## src/rtl/jitter_buffer_sorted_queue_defines.svh

```systemverilog
// assertion macros for the jitter buffer sorted queue
// used by the top level; expects clock and reset in scope
`ifndef JITTER_BUFFER_SORTED_QUEUE_DEFINES_SVH
`define JITTER_BUFFER_SORTED_QUEUE_DEFINES_SVH

`ifndef SYNTHESIS

// condition holds at every edge out of reset
`define JBSQ_ASSERT_ALWAYS(label, expr) \
   label: assert property (@(posedge clock) disable iff (reset) (expr)) \
      else $error("jbsq assertion failed");

// consequent holds in the same cycle as the antecedent
`define JBSQ_ASSERT_SAME(label, ante, cons) \
   label: assert property (@(posedge clock) disable iff (reset) (ante) |-> (cons)) \
      else $error("jbsq assertion failed");

// consequent holds in the cycle after the antecedent
`define JBSQ_ASSERT_NEXT(label, ante, cons) \
   label: assert property (@(posedge clock) disable iff (reset) (ante) |=> (cons)) \
      else $error("jbsq assertion failed");

`else

`define JBSQ_ASSERT_ALWAYS(label, expr)
`define JBSQ_ASSERT_SAME(label, ante, cons)
`define JBSQ_ASSERT_NEXT(label, ante, cons)

`endif

`endif

```

## src/rtl/jbsq_pkg.sv

```systemverilog
// shared types and constants for the jitter buffer sorted queue
// no dependencies
`timescale 1ns / 1ps
`default_nettype none

package jbsq_pkg;

   localparam int unsigned DEPTH_DEFAULT = 64;
   localparam int unsigned HANDLE_BITS   = 16;
   localparam int unsigned LENGTH_BITS   = 16;
   localparam int unsigned TIME_BITS     = 32;

   localparam logic [1:0] OP_PUSH  = 2'd0;
   localparam logic [1:0] OP_POP   = 2'd1;
   localparam logic [1:0] OP_CLEAR = 2'd2;

   typedef struct packed {
      logic [1:0]             operation;
      logic [HANDLE_BITS-1:0] packet_handle;
      logic [LENGTH_BITS-1:0] packet_length;
      logic [TIME_BITS-1:0]   packet_time;
   } req_type;

   typedef struct packed {
      logic                   was_empty;
      logic [HANDLE_BITS-1:0] out_handle;
      logic [LENGTH_BITS-1:0] out_length;
      logic [TIME_BITS-1:0]   out_time;
   } rsp_type;

   typedef struct packed {
      logic [TIME_BITS-1:0]   stamp;
      logic [HANDLE_BITS-1:0] handle;
      logic [LENGTH_BITS-1:0] length;
   } entry_type;

   // controller to datapath
   typedef struct packed {
      logic load_req;
      logic drop;
      logic insert;
      logic pop;
      logic clear;
   } cmd_type;

   // datapath to controller
   typedef struct packed {
      logic [1:0] op;
      logic       len_zero;
      logic       full;
      logic       empty;
      logic       rsp_busy;
   } status_type;

endpackage

`default_nettype wire

```

## src/rtl/jbsq_ctrl.sv

```systemverilog
// request sequencer for the jitter buffer sorted queue
// depends on jbsq_pkg
`timescale 1ns / 1ps
`default_nettype none

module jbsq_ctrl (
   input  wire logic                clock,
   input  wire logic                reset,
   input  wire logic                req_valid,
   output logic                     req_ready,
   input  wire jbsq_pkg::status_type status,
   output jbsq_pkg::cmd_type        cmd
);
   import jbsq_pkg::*;

   typedef enum logic [2:0] {
      S_IDLE   = 3'b001,
      S_EXEC   = 3'b010,
      S_INSERT = 3'b100
   } state_type;

   state_type state_ff;
   state_type state_in;

   always_comb begin
      state_in     = state_ff;
      cmd          = '0;
      req_ready    = 1'b0;
      unique case (state_ff)
         S_IDLE: begin
            req_ready    = 1'b1;
            cmd.load_req = req_valid;
            if (req_valid) begin
               state_in = S_EXEC;
            end
         end
         S_EXEC: begin
            case (status.op)
               OP_PUSH: begin
                  if (status.len_zero) begin
                     state_in = S_IDLE;
                  end else if (status.full) begin
                     // make room at the front, insert next cycle
                     cmd.drop = 1'b1;
                     state_in = S_INSERT;
                  end else begin
                     cmd.insert = 1'b1;
                     state_in   = S_IDLE;
                  end
               end
               OP_POP: begin
                  // wait until the result slot can take a new result
                  if (!status.rsp_busy) begin
                     cmd.pop  = 1'b1;
                     state_in = S_IDLE;
                  end
               end
               OP_CLEAR: begin
                  cmd.clear = 1'b1;
                  state_in  = S_IDLE;
               end
               default: begin
                  state_in = S_IDLE;
               end
            endcase
         end
         S_INSERT: begin
            cmd.insert = 1'b1;
            state_in   = S_IDLE;
         end
         default: begin
            state_in = S_IDLE;
         end
      endcase
   end

   always_ff @(posedge clock) begin
      if (reset) begin
         state_ff <= S_IDLE;
      end else begin
         state_ff <= state_in;
      end
   end

endmodule

`default_nettype wire

```

## config.mk

```make
export PLATFORM = sky130hd
export DESIGN_NAME = jbsq_ctrl
export DESIGN_NICKNAME = d
export VERILOG_FILES = /design/src/rtl/jitter_buffer_sorted_queue_defines.svh /design/src/rtl/jbsq_pkg.sv /design/src/rtl/jbsq_ctrl.sv
export SDC_FILE = /design/constraint.sdc
export NUM_CORES = 1
export LEC_CHECK = 0
export ABC_AREA = 1
export BUFFER_PORTS_ARGS = -buffer_cell sky130_fd_sc_hd__buf_4
export CAP_MARGIN = 40
export CELL_PAD_IN_SITES_DETAIL_PLACEMENT = 1
export CELL_PAD_IN_SITES_GLOBAL_PLACEMENT = 2
export CORE_MARGIN = 4
export CORE_UTILIZATION = 14
export DETAILED_ROUTE_END_ITERATION = 12
export MAX_ROUTING_LAYER = met4
export PLACE_DENSITY = 0.71
export SYNTH_ARGS = -nofsm -noshare
export SYNTH_HDL_FRONTEND = slang
export SYNTH_SLANG_ARGS = --single-unit
```

## constraint.sdc

```tcl
create_clock -name clock -period 0.8 [get_ports clock]
set_input_delay 0.08 -clock clock [delete_from_list [all_inputs] [get_ports clock]]
set_output_delay 0.08 -clock clock [all_outputs]
set_load 0.005 [all_outputs]
```

[After elaboration in Yosys (flattened, before gate mapping)]
Cells that the tools add are included.
Storage, ports and cells
  output and inout bits: 6
  input bits: 9
  register bits after elaboration: 3
  logic and storage cells: 28
Cells by class
  eq/ne operators: 7
  reductions and logical operators: 2
  multiplexer cells: 18
Operators by type and width (number)
  two-way mux 3 bit: 4
  one-hot mux 3 bit (2 select lines): 2
  two-way mux 1 bit: 8
  two-way mux 2 bit: 3
  equality test 3 x 1 -> 1 bit (second input constant): 1
  equality test 3 x 2 -> 1 bit (second input constant): 1
  equality test 3 bit (second input constant): 1
  != test 3 bit (second input constant): 1
  equality test 2 x 1 -> 1 bit (second input constant): 1
  equality test 2 bit (second input constant): 1
  zero test 2 bit: 1
  != test 2 bit (second input constant): 1
  one-hot mux 1 bit (2 select lines): 1
  AND reduction 2 bit: 1

[Depth between registers and ports, before layout]
Gate-level depths: netlist of run 1.
  word-level depth: 4
  mapped depth: 7
  depth with buffers taken out: 7

[Least setup slack after synthesis of run 1]
No wires, ideal clock.
  kind: register to output
  start point: reg state_ff[0]
  end point: out cmd[3] in the netlist's numbering
  stages on the path, launching flop included: 7
  path buffers: 1
  arrival: 0.804 ns
  required time: 0.720 ns
  slack: -0.084 ns
  cell sequence: dfxtp_1 nor2_1 nand2_2 inv_2 nand3_1 inv_1 buf_4
RTL lines
  start, declared: RTL line jbsq_ctrl.sv:22  | state_type state_ff;
  start signal, assigned: RTL line jbsq_ctrl.sv:81  | state_ff <= state_in;
  end, declared: RTL line jbsq_ctrl.sv:12  | output jbsq_pkg::cmd_type cmd

==> results of run 1 <==
## final cells by class
type	count	area [µm²]
inverter	8	30.0
fill	200	1070
sequential	3	63.8
clock buffer	4	26.3
timing repair buffer	18	143
multi-input combinational	28	156
tap	16	20.0
## worst max path at each step
stage	slack, ns	to
2_1_floorplan	-0.04	cmd[3]
3_3_place_gp	-0.20	cmd[1]
3_5_place_dp	-0.19	cmd[2]
4_1_cts	-0.44	cmd[2]
5_1_grt	-0.51	cmd[2]
6_report	-0.42	cmd[2]
## cells in the mapped netlist
cell                      number
sky130_fd_sc_hd__dfxtp_1       3
sky130_fd_sc_hd__nor2_2        2
sky130_fd_sc_hd__o31ai_1       1
sky130_fd_sc_hd__nor4_1        1
sky130_fd_sc_hd__nor3_1        1
sky130_fd_sc_hd__inv_2         2
sky130_fd_sc_hd__nand3_1       4
sky130_fd_sc_hd__nand2_2       1
sky130_fd_sc_hd__buf_4         1
sky130_fd_sc_hd__nand2_1       8
sky130_fd_sc_hd__inv_1         6
sky130_fd_sc_hd__nor2_1       10
## power groups by stage
stage                     registers (µW)  logic, µW  clock network (µW)
after global routing                 178        200                 290
after global placement               178        147                   0
after CTS                            174        170                 273
after detailed placement             178        147                   0
after floorplan                      175       73.1                   0
final                                176        179                 264
## critical path: stages (launching register included)
cell                      delay (ns)
sky130_fd_sc_hd__dfxtp_2        0.33
sky130_fd_sc_hd__nor2_2         0.12
sky130_fd_sc_hd__nand2_2        0.10
sky130_fd_sc_hd__inv_2          0.09
sky130_fd_sc_hd__nand3_2        0.07
sky130_fd_sc_hd__o31ai_2        0.07
sky130_fd_sc_hd__buf_4          0.14
## per-layer routing
layer / vias up / track usage (%)
met5: - / -
li1: 162 / -
met2: 9 / 10.6
met1: 145 / 8.52
met3: 0 / 4.51
met4: 0 / 0
## logic make-up (layout without fill, tap and decap cells)
| family | count (synthesis) | in the layout | synth area share [%] |
|---|---|---|---|
| and+or+nand+nor | 27 | 27 | 52.8 |
| buffers and inverters | 9 | 30 | 16.9 |
| DFF | 3 | 3 | 27.0 |
| AOI/OAI and AO/OA | 1 | 1 | 3.37 |
## through the flow
stage	util (%)	setup WS [ns]
after global placement	23.3	-0.198
after floorplan	-	-0.0370
after global routing	29.2	-0.510
after CTS	27.2	-0.435
final	29.2	-0.420
after detailed placement	23.3	-0.192
## timing repair
| item | CTS | global route |
|---|---|---|
| buffers inserted | 4 | 1 |
| setup endpoints to repair | 9 | 9 |
| pin swaps | 2 | 1 |
| gates resized for setup | 3 | 5 |
| gates cloned | 0 | 0 |
==> summary by stage, run 1 <==
Status
The flow ran to the end, but the final reports show violations. The checks that failed: negative setup slack.

Timing
The summed negative setup slack over all endpoints is -2.90 ns. The final hold violation count came to 0. The setup skew after layout is 0.00332 ns.

After layout, the worst setup slack is -0.420 ns. The final setup violation count is 9. For this run, the top clock speed supported by timing is 0.819 GHz.

The final count of pins violating max slew was 0. The final-layout worst hold slack is 0.0144 ns. Setup repair after global routing could not meet its margin everywhere. The slew at the pin closest to its max-slew limit is 0.255 ns. Counting I/O delays and the setup requirement, the final critical path takes 1.22 ns. The fraction of the cycle the final worst path needs is 153%. In this run the tightest slew margin relative to its limit is 83.0%.

Global route
Entering global routing, the biggest net connects 6 pins. The total global routing overflow is 0. The global-route wire length before repair is 1.10 mm.

The number of global-route vias before repair came to 302. The initial antenna violation count is 0. Global routing used 7.06% of the available tracks across all layers.

Route
The number of remaining DRC errors is 0. The detailed-route wire length per cell is 9.39 µm. After the first detailed-routing iteration, the DRC count stood at 3. The total length of routed met2 wires is 358 µm. The detailed router put a total of 324 µm of wire on met1. The first TritonRoute pass finished after 2 iterations. In this run the remaining antenna-violating nets after routing total 0. The vias per cell is 4.10. Summed over all nets, wire length on met3 after detailed routing comes to 40 µm. After detailed routing, the total wire length is 723 µm. Across all layers, the routed design uses 316 vias. The highest routed metal layer is met3.

Clock network
Clock tree synthesis inserted a total of 3 buffers. The worst-skew pair later-pin latency is 0.23 ns. TritonCTS built the clock tree. The count of hold buffers inserted by post-cts repair is 0. Counting every sink on the clock net gives 3. The cell sitting at the root of the clock tree is a sky130_fd_sc_hd__clkbuf_4. The clock-pin slew reported for the worst setup and hold paths after clock tree synthesis is 0.04 ns. The largest buffer count on any clock path is 2. The level count of the clock H-tree is 1.

Finish
The share of cells above drive strength 1 is 59.0%. The library cells used most frequently in the layout, excluding fill and tap cells, are 16 x sky130_fd_sc_hd__buf_4, 9 x sky130_fd_sc_hd__nor2_1, 7 x sky130_fd_sc_hd__nand2_1, 5 x sky130_fd_sc_hd__inv_1. Leaving out fill and tap cells, the most frequent cell in the layout is sky130_fd_sc_hd__buf_4. The finished layout holds 77 standard cells, fillers aside. The finished cells cover 439 µm².

Ranked by flip-flop count, first place goes to state_ff. The number of flip-flops in the largest register is 3. In the final design database the tool counted 71 nets. Compared with the post-synthesis result, the final layout area differs by 97.2%.

The antenna diode count is 0. The largest registers in the layout are state_ff: 3 flops.

Place
After detailed placement, the total cell area comes to 350 µm². After legalization and detailed placement, the total HPWL measured 584 µm. The number of placed instances, taps included is 69. The final weighted congestion in routability-driven placement is 0.679. The number of buffers inserted by port buffering is 13.

Yosys
The number of warnings reported in the yosys synthesis log is 0. The number of storage elements in the synthesis netlist is 3. The synthesized netlist contains 12 unique library cells.

The per-instance average area after synthesis is 5.57 µm². The dominant cell type by area after synthesis is sky130_fd_sc_hd__dfxtp_1. Counting every net in the synthesized netlist gives 49. Of the post-synthesis cell area, the dominant cell type holds 27.0%. Summing the sequential cell areas from Yosys gives 27.0% of the chip area.

In this run the cell area of the synthesized design comes to 223 µm². Synthesis produced a netlist whose cell count is 40. Yosys attributes the largest share of cell area to sky130_fd_sc_hd__dfxtp_1 27%, sky130_fd_sc_hd__nor2_1 17%, sky130_fd_sc_hd__nand2_1 13%, sky130_fd_sc_hd__inv_1 10%, sky130_fd_sc_hd__nand3_1 9.0%.

Setup path
Along the worst path, the maximum fanout reaches 5. STA puts the critical path data required time at 0.72 ns. The worst setup path is launched from a flip-flop.

The startpoint identified for the worst register-to-register timing path is state_ff[0]$_SDFFE_PP1P_. The reg2reg setup slack is -0.24 ns. The worst setup path is of the flip-flop to output port kind. In this run the critical register-to-register path is captured at state_ff[1]$_SDFFE_PP0P_. The worst setup path startpoint is state_ff[0]$_SDFFE_PP1P_.

STA classifies the critical path endpoint as an output port. The worst reg-to-reg path cell count is 8. Data arrives at the worst endpoint at 1.14 ns.

Worst hold path
The startpoint of the most critical hold path is reset. The min-delay analysis places its worst path in the category input port to flip-flop. The worst hold path passes through 2 cells. The worst hold endpoint is state_ff[2]$_SDFFE_PP0P_.

Power
Power spread over the standard cell area amounts to 1410 mW/mm². In this run, the clock network consumes 42.6% of the power. The internal portion of total power is 444 µW.

Across the VDD grid, the largest voltage drop is 0.000734 V. Of the total power, the share spent switching nets is 28.3%. The analysis attributes to cell leakage a power of 0.000226 µW. The analysis attributes to net switching a power of 175 µW.

The total power consumption of the routed design is 619 µW. The fraction of power consumed by combinational cells is 28.9%. Sequential cells account for 28.4% of the total power.

Die
The area of the core region is 0.00151 mm². The initial standard-cell utilization of the core is 14.8%. The total I/O pin count is 15. The die outline area is 0.00229 mm². In this run the horizontal extent of the chip is 47.9 µm.

The floorplan step set the die height to 47.9 µm. The floorplan has 14 rows.

Job
The count of max-cap constraint violations is 0.
Note: power is estimated with default switching activity, not from simulation.
==> run 2: changes to the inputs <==
--- a/config.mk
+++ b/config.mk
@@ -6,15 +6,15 @@
 export NUM_CORES = 1
 export LEC_CHECK = 0
 export ABC_AREA = 1
-export BUFFER_PORTS_ARGS = -buffer_cell sky130_fd_sc_hd__buf_4
 export CAP_MARGIN = 40
 export CELL_PAD_IN_SITES_DETAIL_PLACEMENT = 1
 export CELL_PAD_IN_SITES_GLOBAL_PLACEMENT = 2
-export CORE_MARGIN = 4
-export CORE_UTILIZATION = 14
+export CORE_AREA = 4 4 41 43
 export DETAILED_ROUTE_END_ITERATION = 12
+export DIE_AREA = 0 0 45 47
+export DONT_BUFFER_PORTS = 1
 export MAX_ROUTING_LAYER = met4
-export PLACE_DENSITY = 0.71
+export PLACE_DENSITY = 0.59
 export SYNTH_ARGS = -nofsm -noshare
 export SYNTH_HDL_FRONTEND = slang
 export SYNTH_SLANG_ARGS = --single-unit
==> constraint.sdc (replaced) <==
create_clock -name clock -period 1.12 [get_ports clock]
set_input_delay 0.112 -clock clock [delete_from_list [all_inputs] [get_ports clock]]
set_output_delay 0.112 -clock clock [all_outputs]
set_load 0.005 [all_outputs]
==> summary by stage, run 2 (synthesis results as in run 1) <==
Setup path
The critical setup path kind is flip-flop to output port (unchanged). The sort of element at the end of the critical path is an output port (unchanged). Cell breakdown of the critical path: nor2_2, nand2_2, inv_2, nand3_2, o31ai_2 (was nor2_2, nand2_2, inv_2, nand3_2, o31ai_2, buf_4).

The critical-path maximum fanout was 4 (was 5). The kind of start point of the critical path was a flip-flop (unchanged). The maximum cell stage delay along the critical path is 0.32 ns (was 0.33 ns). The data arrival time at the worst-slack endpoint is 0.98 ns (was 1.14 ns). The kind of cell adding the most delay to the critical path is flip-flops (unchanged).

The cell with the largest stage delay on the worst path was sky130_fd_sc_hd__dfxtp_2 (unchanged). The worst path required time is 1.01 ns (was 0.72 ns). The total buffers and inverters traversed by the critical path is 1 (was 2).

Finish
The synthesis-to-layout area growth is 40.4% (was 97.2%). The number of flip-flops in the largest register came to 3 (unchanged). Regs by FF count: state_ff: 3 flops (unchanged).

The number of nets at the end of the flow is 55 (was 71). Highest-count cells in the layout ignoring fill and taps: 9 x sky130_fd_sc_hd__nor2_1, 7 x sky130_fd_sc_hd__nand2_1, 4 x sky130_fd_sc_hd__inv_2, 4 x sky130_fd_sc_hd__inv_1 (was 16 x sky130_fd_sc_hd__buf_4, 9 x sky130_fd_sc_hd__nor2_1, 7 x sky130_fd_sc_hd__nand2_1, 5 x sky130_fd_sc_hd__inv_1). The register with the most flip-flops is state_ff (unchanged). The area of all placed cells without fillers is 313 µm² (was 439 µm²). The number of non-filler instances in the completed layout came to 60 (was 77). The most frequent standard cell in the layout excluding fill and tap cells was sky130_fd_sc_hd__nor2_1 (was sky130_fd_sc_hd__buf_4).

The share of cells above drive strength 1 is 44.4% (was 59.0%). The antenna diode count came to 0 (unchanged).

Clock network
The buffer cell driving the clock tree root is sky130_fd_sc_hd__clkbuf_4 (unchanged). The clock-pin slew reported for the worst setup and hold paths after clock tree synthesis is 0.04 ns (about the same). The clock tree from TritonCTS is yes (unchanged). The largest buffer count on any clock path is 2 (unchanged). The TritonCTS sink count is 3 (unchanged).

The level count of the clock H-tree came to 1 (unchanged). The worst-skew pair later-pin latency is 0.23 ns (about the same). The clock buffer count from CTS is 3 (unchanged).

Route
The detailed-route wire length per cell is 9.68 µm (was 9.39 µm). The number of remaining DRC errors is 0 (unchanged). The number of nets with antenna violations after routing was 0 (unchanged). The total wire length after detailed routing was 581 µm (was 723 µm). The vias per cell is 4.07 (was 4.10).

The detailed-route via count is 244 (was 316). The number of iterations in the first detailed-routing pass was 2 (unchanged). The detailed router's first-iteration violation count was 5 (was 3).

Power
The part of the power in the clock network came to 48.8% (was 42.6%). The total power density per cell area is 1230 mW/mm² (was 1410 mW/mm²). The maximum ir drop on the vdd rail was 0.000500 V (was 0.000734 V). The fraction of power consumed by combinational cells is 17.9% (was 28.9%). The leakage dissipation was 0.000146 µW (was 0.000226 µW). The switching share of total power is 27.6% (was 28.3%).

The total net switching power came to 106 µW (was 175 µW). The total power consumption of the routed design was 384 µW (was 619 µW). The internal portion of total power was 278 µW (was 444 µW). The part of the power in registers is 33.4% (was 28.4%).

Worst hold path
The class of the tightest hold or removal check is input port to flip-flop (unchanged).

Die
The area of the core region is 0.00130 mm² (was 0.00151 mm²). The number of standard-cell rows in the floorplan is 13 (was 14). The total I/O pin count is 15 (unchanged). The die outline area is 0.00212 mm² (was 0.00229 mm²). The width of the die was 45 µm (was 47.9 µm). The initial standard-cell utilization of the core came to 17.1% (was 14.8%). The height of the die is 47 µm (was 47.9 µm).

Timing
The final count of pins violating max slew is 0 (unchanged). The final critical delay including setup and external delays is 1.10 ns. The slew at the pin closest to its max-slew limit is 0.262 ns (was 0.255 ns). The final hold violation count is 0 (unchanged).

The summed negative setup slack over all endpoints is 0 ns (was -2.90 ns). RSZ-0062 raised after global routing: true (unchanged). The achievable clock frequency is 0.912 GHz.

The setup skew after layout is 0.00161 ns (was 0.00332 ns). The final setup violation count is 0 (was 9). Dividing the final minimum period by the clock period gives 97.9%. The worst-case headroom to the max-slew limit was 82.5% (was 83.0%). The final-layout worst hold slack is 0.0788 ns (was 0.0144 ns).

Place
The post-place instance area is 234 µm² (was 350 µm²). The number of placed instances, taps included is 54 (was 69). The final weighted congestion in routability-driven placement is 0.604 (was 0.679).

The number of buffers inserted by port buffering came to 0 (was 13). The half-perimeter wire length after placement is 490 µm (was 584 µm).

Global route
The total global-route track usage came to 7.58% (was 7.06%). The total global routing overflow is 0 (unchanged). The maximum number of pins on one net before global-route repair came to 5 (was 6).

The number of global-route vias before repair is 276 (was 302). The global-route wire length before repair was 1.07 mm (was 1.10 mm). The initial antenna violation count is 0 (unchanged).

Job
The count of max-cap constraint violations is 0 (unchanged).

Status
Outcome: complete, no violations (was complete, but fails checks).
[run 2: cell types whose count changed in the layout (fill, tap and decap cells not counted), sizes merged]
| cell | previous run | this run |
|---|---|---|
| buf | 18 | 1 |
| dlygate4sd3 | 0 | 1 |
[run 2: final timing paths]
path,start,end,slack (ns),cells after the start
setup / recovery,state_ff[2]$_SDFFE_PP0P_,cmd[2],0.02,5
hold / removal,status[3],state_ff[2]$_SDFFE_PP0P_,0.08,3
setup reg to reg,state_ff[2]$_SDFFE_PP0P_,state_ff[0]$_SDFFE_PP1P_,0.11,7
hold reg to reg,state_ff[1]$_SDFFE_PP0P_,state_ff[2]$_SDFFE_PP0P_,0.65,4
[run 2: power by group through the flow]
stage                     Combinational (µW)  Clock [µW]  Sequential [µW]
after floorplan                         51.0           0              123
after global placement                  59.3           0              125
after detailed placement                59.1           0              125
after CTS                               66.3         198              128
after global routing                    82.3         214              129
final                                   68.5         187              128
[run 2: worst min-delay path, delay by kind of cell]
kind / cells / cell delay [ns]
and+or+nand+nor: 3 / 0.16
[run 2: repair_timing]
action | 4_1_cts | 5_1_grt
setup buffers | 1 | 0
hold buffers | 1 | 0
resized for setup | 5 | 7
pin swaps | 1 | 2
setup endpoints to repair | 4 | 5
hold endpoints to repair | 3 | 0
[run 2: final cells by class]
| type | count | area, µm² |
|---|---|---|
| Fill cell | 174 | 988 |
| Clock buffer | 4 | 26.3 |
| Inverter | 8 | 30.0 |
| Tap cell | 15 | 18.8 |
| Sequential cell | 3 | 63.8 |
| Timing Repair Buffer | 2 | 17.5 |
| Multi-Input combinational cell | 28 | 156 |
[run 2: stage by stage]
stage,utilization (%),worst slack [ns]
2_1_floorplan,-,0.204
3_3_place_gp,18.0,0.160
3_5_place_dp,18.0,0.160
4_1_cts,22.6,-0.0124
5_1_grt,24.0,-0.0728
6_report,24.0,0.0234
[run 2: metal layers]
layer	part of all wire [%]	global-route usage [%]	vias to the layer above
li1	-	-	131
met1	40	6.80	109
met2	56	12.4	4
met3	4.3	2.68	0
met4	0	7.02	0
met5	0	-	-
==> run 3: changes to the inputs <==
--- a/config.mk
+++ b/config.mk
@@ -15,6 +15,7 @@
 export DONT_BUFFER_PORTS = 1
 export MAX_ROUTING_LAYER = met4
 export PLACE_DENSITY = 0.59
+export REMOVE_ABC_BUFFERS = 1
 export SYNTH_ARGS = -nofsm -noshare
 export SYNTH_HDL_FRONTEND = slang
 export SYNTH_SLANG_ARGS = --single-unit
==> constraint.sdc (replaced) <==
create_clock -name clock -period 1.12 [get_ports clock]
set_input_delay 0.168 -clock clock [delete_from_list [all_inputs] [get_ports clock]]
set_output_delay 0.168 -clock clock [all_outputs]
set_load 0.005 [all_outputs]
==> summary by stage, run 3 (synthesis results as in run 1) <==
Status
Outcome: complete, but fails checks (was complete, no violations). The final reports fail on negative setup slack.

Global route
The met1 usage is 10.2% (was 6.80%). The met2 track utilization from global routing is 12.1% (was 12.4%). The maximum number of pins on one net before global-route repair is 6 (was 5).

The most utilized layer in the global route result is met2 (unchanged). The total global routing overflow is 0 (unchanged). The number of global-route vias before repair is 297 (was 276). The global-route wire length before repair is 1.23 mm (was 1.07 mm).

The initial antenna violation count came to 0 (unchanged). The routing usage on met3 is 3.83% (was 2.68%). The total global-route track usage is 8.23% (was 7.58%).

Place
The half-perimeter wire length after placement is 496 µm (was 490 µm). The final weighted congestion in routability-driven placement was 0.624 (was 0.604). The number of buffers inserted by port buffering is 0 (unchanged). The post-place instance area was 234 µm² (unchanged). The number of placed instances, taps included is 54 (unchanged). The worst slack after detailed placement came to 0.107 ns (was 0.160 ns).

Timing
The slew at the pin closest to its max-slew limit is 0.351 ns (was 0.262 ns). RSZ-0062 raised after global routing: true (unchanged). The final critical delay including setup and external delays is 1.16 ns (was 1.10 ns).

The setup skew after layout is 0.000557 ns (was 0.00161 ns). The final hold violation count is 0 (unchanged). The achievable clock frequency is 0.865 GHz (was 0.912 GHz).

The worst-case headroom to the max-slew limit is 76.5% (was 82.5%). The fraction of the cycle the final worst path needs is 103% (was 97.9%). The worst path setup slack after routing is -0.0354 ns (was 0.0234 ns).

The final count of pins violating max slew was 0 (unchanged). The final setup violation count is 3 (was 0).

Setup path
The critical-path maximum fanout came to 5 (was 4). The data arrival time at the worst-slack endpoint was 0.99 ns (was 0.98 ns). The worst path required time is 0.95 ns (was 1.01 ns). The endpoint of the lowest-slack register-to-register path is state_ff[2]$_SDFFE_PP0P_ (was state_ff[0]$_SDFFE_PP1P_). The reg2reg setup slack is 0.03 ns (was 0.11 ns). The kind of start point of the critical path is a flip-flop (unchanged). The sort of element at the end of the critical path was an output port (unchanged).

The source of the worst register-to-register timing path is state_ff[2]$_SDFFE_PP0P_ (unchanged). The worst reg-to-reg path cell count is 7 (unchanged). The critical setup path kind is flip-flop to output port (unchanged).

Die
The area of the core region is 0.00130 mm² (unchanged). The number of standard-cell rows in the floorplan is 13 (unchanged). The die outline area was 0.00212 mm² (unchanged). The width of the die is 45 µm (unchanged).

The total I/O pin count came to 15 (unchanged). The height of the die is 47 µm (unchanged). The initial standard-cell utilization of the core is 17.1% (unchanged).

Route
The vias per cell came to 4.15 (was 4.07). The number of nets with antenna violations after routing was 0 (unchanged). The number of remaining DRC errors is 0 (unchanged). The detailed-route via count was 270 (was 244). The total wire length after detailed routing was 651 µm (was 581 µm). The detailed-route wire length per cell is 10.0 µm (was 9.68 µm). The detailed router's first-iteration violation count is 3 (was 5). The number of iterations in the first detailed-routing pass is 2 (unchanged).

Clock network
The TritonCTS sink count came to 3 (unchanged). The clock buffer count from CTS is 3 (unchanged). The worst-skew pair later-pin latency is 0.23 ns (about the same). The clock tree from TritonCTS was yes (unchanged). The level count of the clock H-tree is 1 (unchanged). The largest buffer count on any clock path is 2 (unchanged). The clock-pin slew reported for the worst setup and hold paths after clock tree synthesis is 0.04 ns (about the same). The buffer cell driving the clock tree root is sky130_fd_sc_hd__clkbuf_4 (unchanged).

Worst hold path
The class of the tightest hold or removal check is input port to flip-flop (unchanged). The startpoint of the most critical hold path is reset (was status[3]). The depth of the worst hold-timing path came to 2 (was 3). The worst hold endpoint is state_ff[0]$_SDFFE_PP1P_ (was state_ff[2]$_SDFFE_PP0P_).

Power
The maximum ir drop on the vdd rail is 0.000609 V (was 0.000500 V). The total power density per cell area was 1060 mW/mm² (was 1230 mW/mm²). The leakage dissipation came to 0.000182 µW (was 0.000146 µW).

Finish
The number of nets at the end of the flow was 60 (was 55). The most frequent standard cell in the layout excluding fill and tap cells is sky130_fd_sc_hd__nor2_1 (unchanged). The count of fill cells added during filler insertion is 176 (was 174).

The total area of sequential cells is 66.3 µm² (was 63.8 µm²). Regs by FF count: state_ff: 3 flops (unchanged). The synthesis-to-layout area growth is 73.6% (was 40.4%). The antenna diode count is 0 (unchanged).

The total area of multi-input combinational cells was 188 µm² (was 156 µm²). The area of all placed cells without fillers was 387 µm² (was 313 µm²). The share of cells above drive strength 1 is 52.0% (was 44.4%).

The number of flip-flops in the largest register is 3 (unchanged). Highest-count cells in the layout ignoring fill and taps: 9 x sky130_fd_sc_hd__nor2_1, 7 x sky130_fd_sc_hd__nand2_1, 6 x sky130_fd_sc_hd__buf_4, 4 x sky130_fd_sc_hd__inv_1 (was 9 x sky130_fd_sc_hd__nor2_1, 7 x sky130_fd_sc_hd__nand2_1, 4 x sky130_fd_sc_hd__inv_2, 4 x sky130_fd_sc_hd__inv_1). The register with the most flip-flops is state_ff (unchanged). The utilization after layout is 29.7% (was 24.0%). The number of non-filler instances in the completed layout was 65 (was 60).

Job
The count of max-cap constraint violations was 0 (unchanged).
==> run 3: cell types whose count changed in the layout (fill, tap and decap cells not counted), sizes merged <==
cell,previous run,this run
buf,1,6
==> run 3: metrics by stage <==
stage	TNS [ns]	hold WS, ns	total power (µW)
floorplan	0	0.240	174
global placement	0	0.241	185
detailed placement	0	0.244	184
CTS	-0.137	0.0386	415
global route	-0.530	0.0516	454
finish	-0.0794	0.0415	410
==> run 3: worst max-delay path, cell delays in order (launching register included) <==
cell and delay, ns:
sky130_fd_sc_hd__dfxtp_2 0.33, sky130_fd_sc_hd__nor2_4 0.12, sky130_fd_sc_hd__nand2_4 0.08, sky130_fd_sc_hd__inv_4 0.08, sky130_fd_sc_hd__nand3_2 0.07, sky130_fd_sc_hd__inv_2 0.07
==> run 3: power breakdown <==
part | switching [µW] | total [µW] | leakage (µW) | internal [µW]
registers | 12.5 | 130 | 0.0000257 | 117
clock network | 55.9 | 189 | 0.0000150 | 134
logic | 51.7 | 90.6 | 0.000141 | 38.8
==> run 3: worst max path at each step <==
stage	startpoint	to	slack (ns)	cells past startpoint
3_5_place_dp	state_ff[0]$_SDFFE_PP1P_	cmd[1]	0.11	3
5_1_grt	state_ff[2]$_SDFFE_PP0P_	cmd[3]	-0.13	5
2_1_floorplan	state_ff[0]$_SDFFE_PP1P_	cmd[1]	0.21	3
6_report	state_ff[2]$_SDFFE_PP0P_	cmd[3]	-0.04	5
3_3_place_gp	state_ff[0]$_SDFFE_PP1P_	cmd[1]	0.11	3
4_1_cts	state_ff[2]$_SDFFE_PP0P_	cmd[3]	-0.05	5
==> run 3: layer usage <==
| layer | wire length [µm] | part of all wire, % |
|---|---|---|
| met1 | 274 | 42 |
| met2 | 347 | 53 |
| met3 | 29 | 4.5 |
| met4 | 0 | 0 |
| met5 | 0 | 0 |
==> run 3: layout make-up <==
class / instances / area share, %
Tap cell: 15 / 4.85
Timing Repair Buffer: 7 / 14.2
Sequential cell: 3 / 17.2
Multi-Input combinational cell: 28 / 48.5
Inverter: 8 / 8.41
Clock buffer: 4 / 6.80
==> run 3: repair_timing <==
action | in CTS | in global routing
cloned | 0 | 0
hold endpoints to repair | 2 | 0
pin swaps | 1 | 0
buffers inserted | 5 | 1
gates resized for setup | 18 | 1
hold buffers | 1 | 0
setup endpoints to repair | 5 | 7
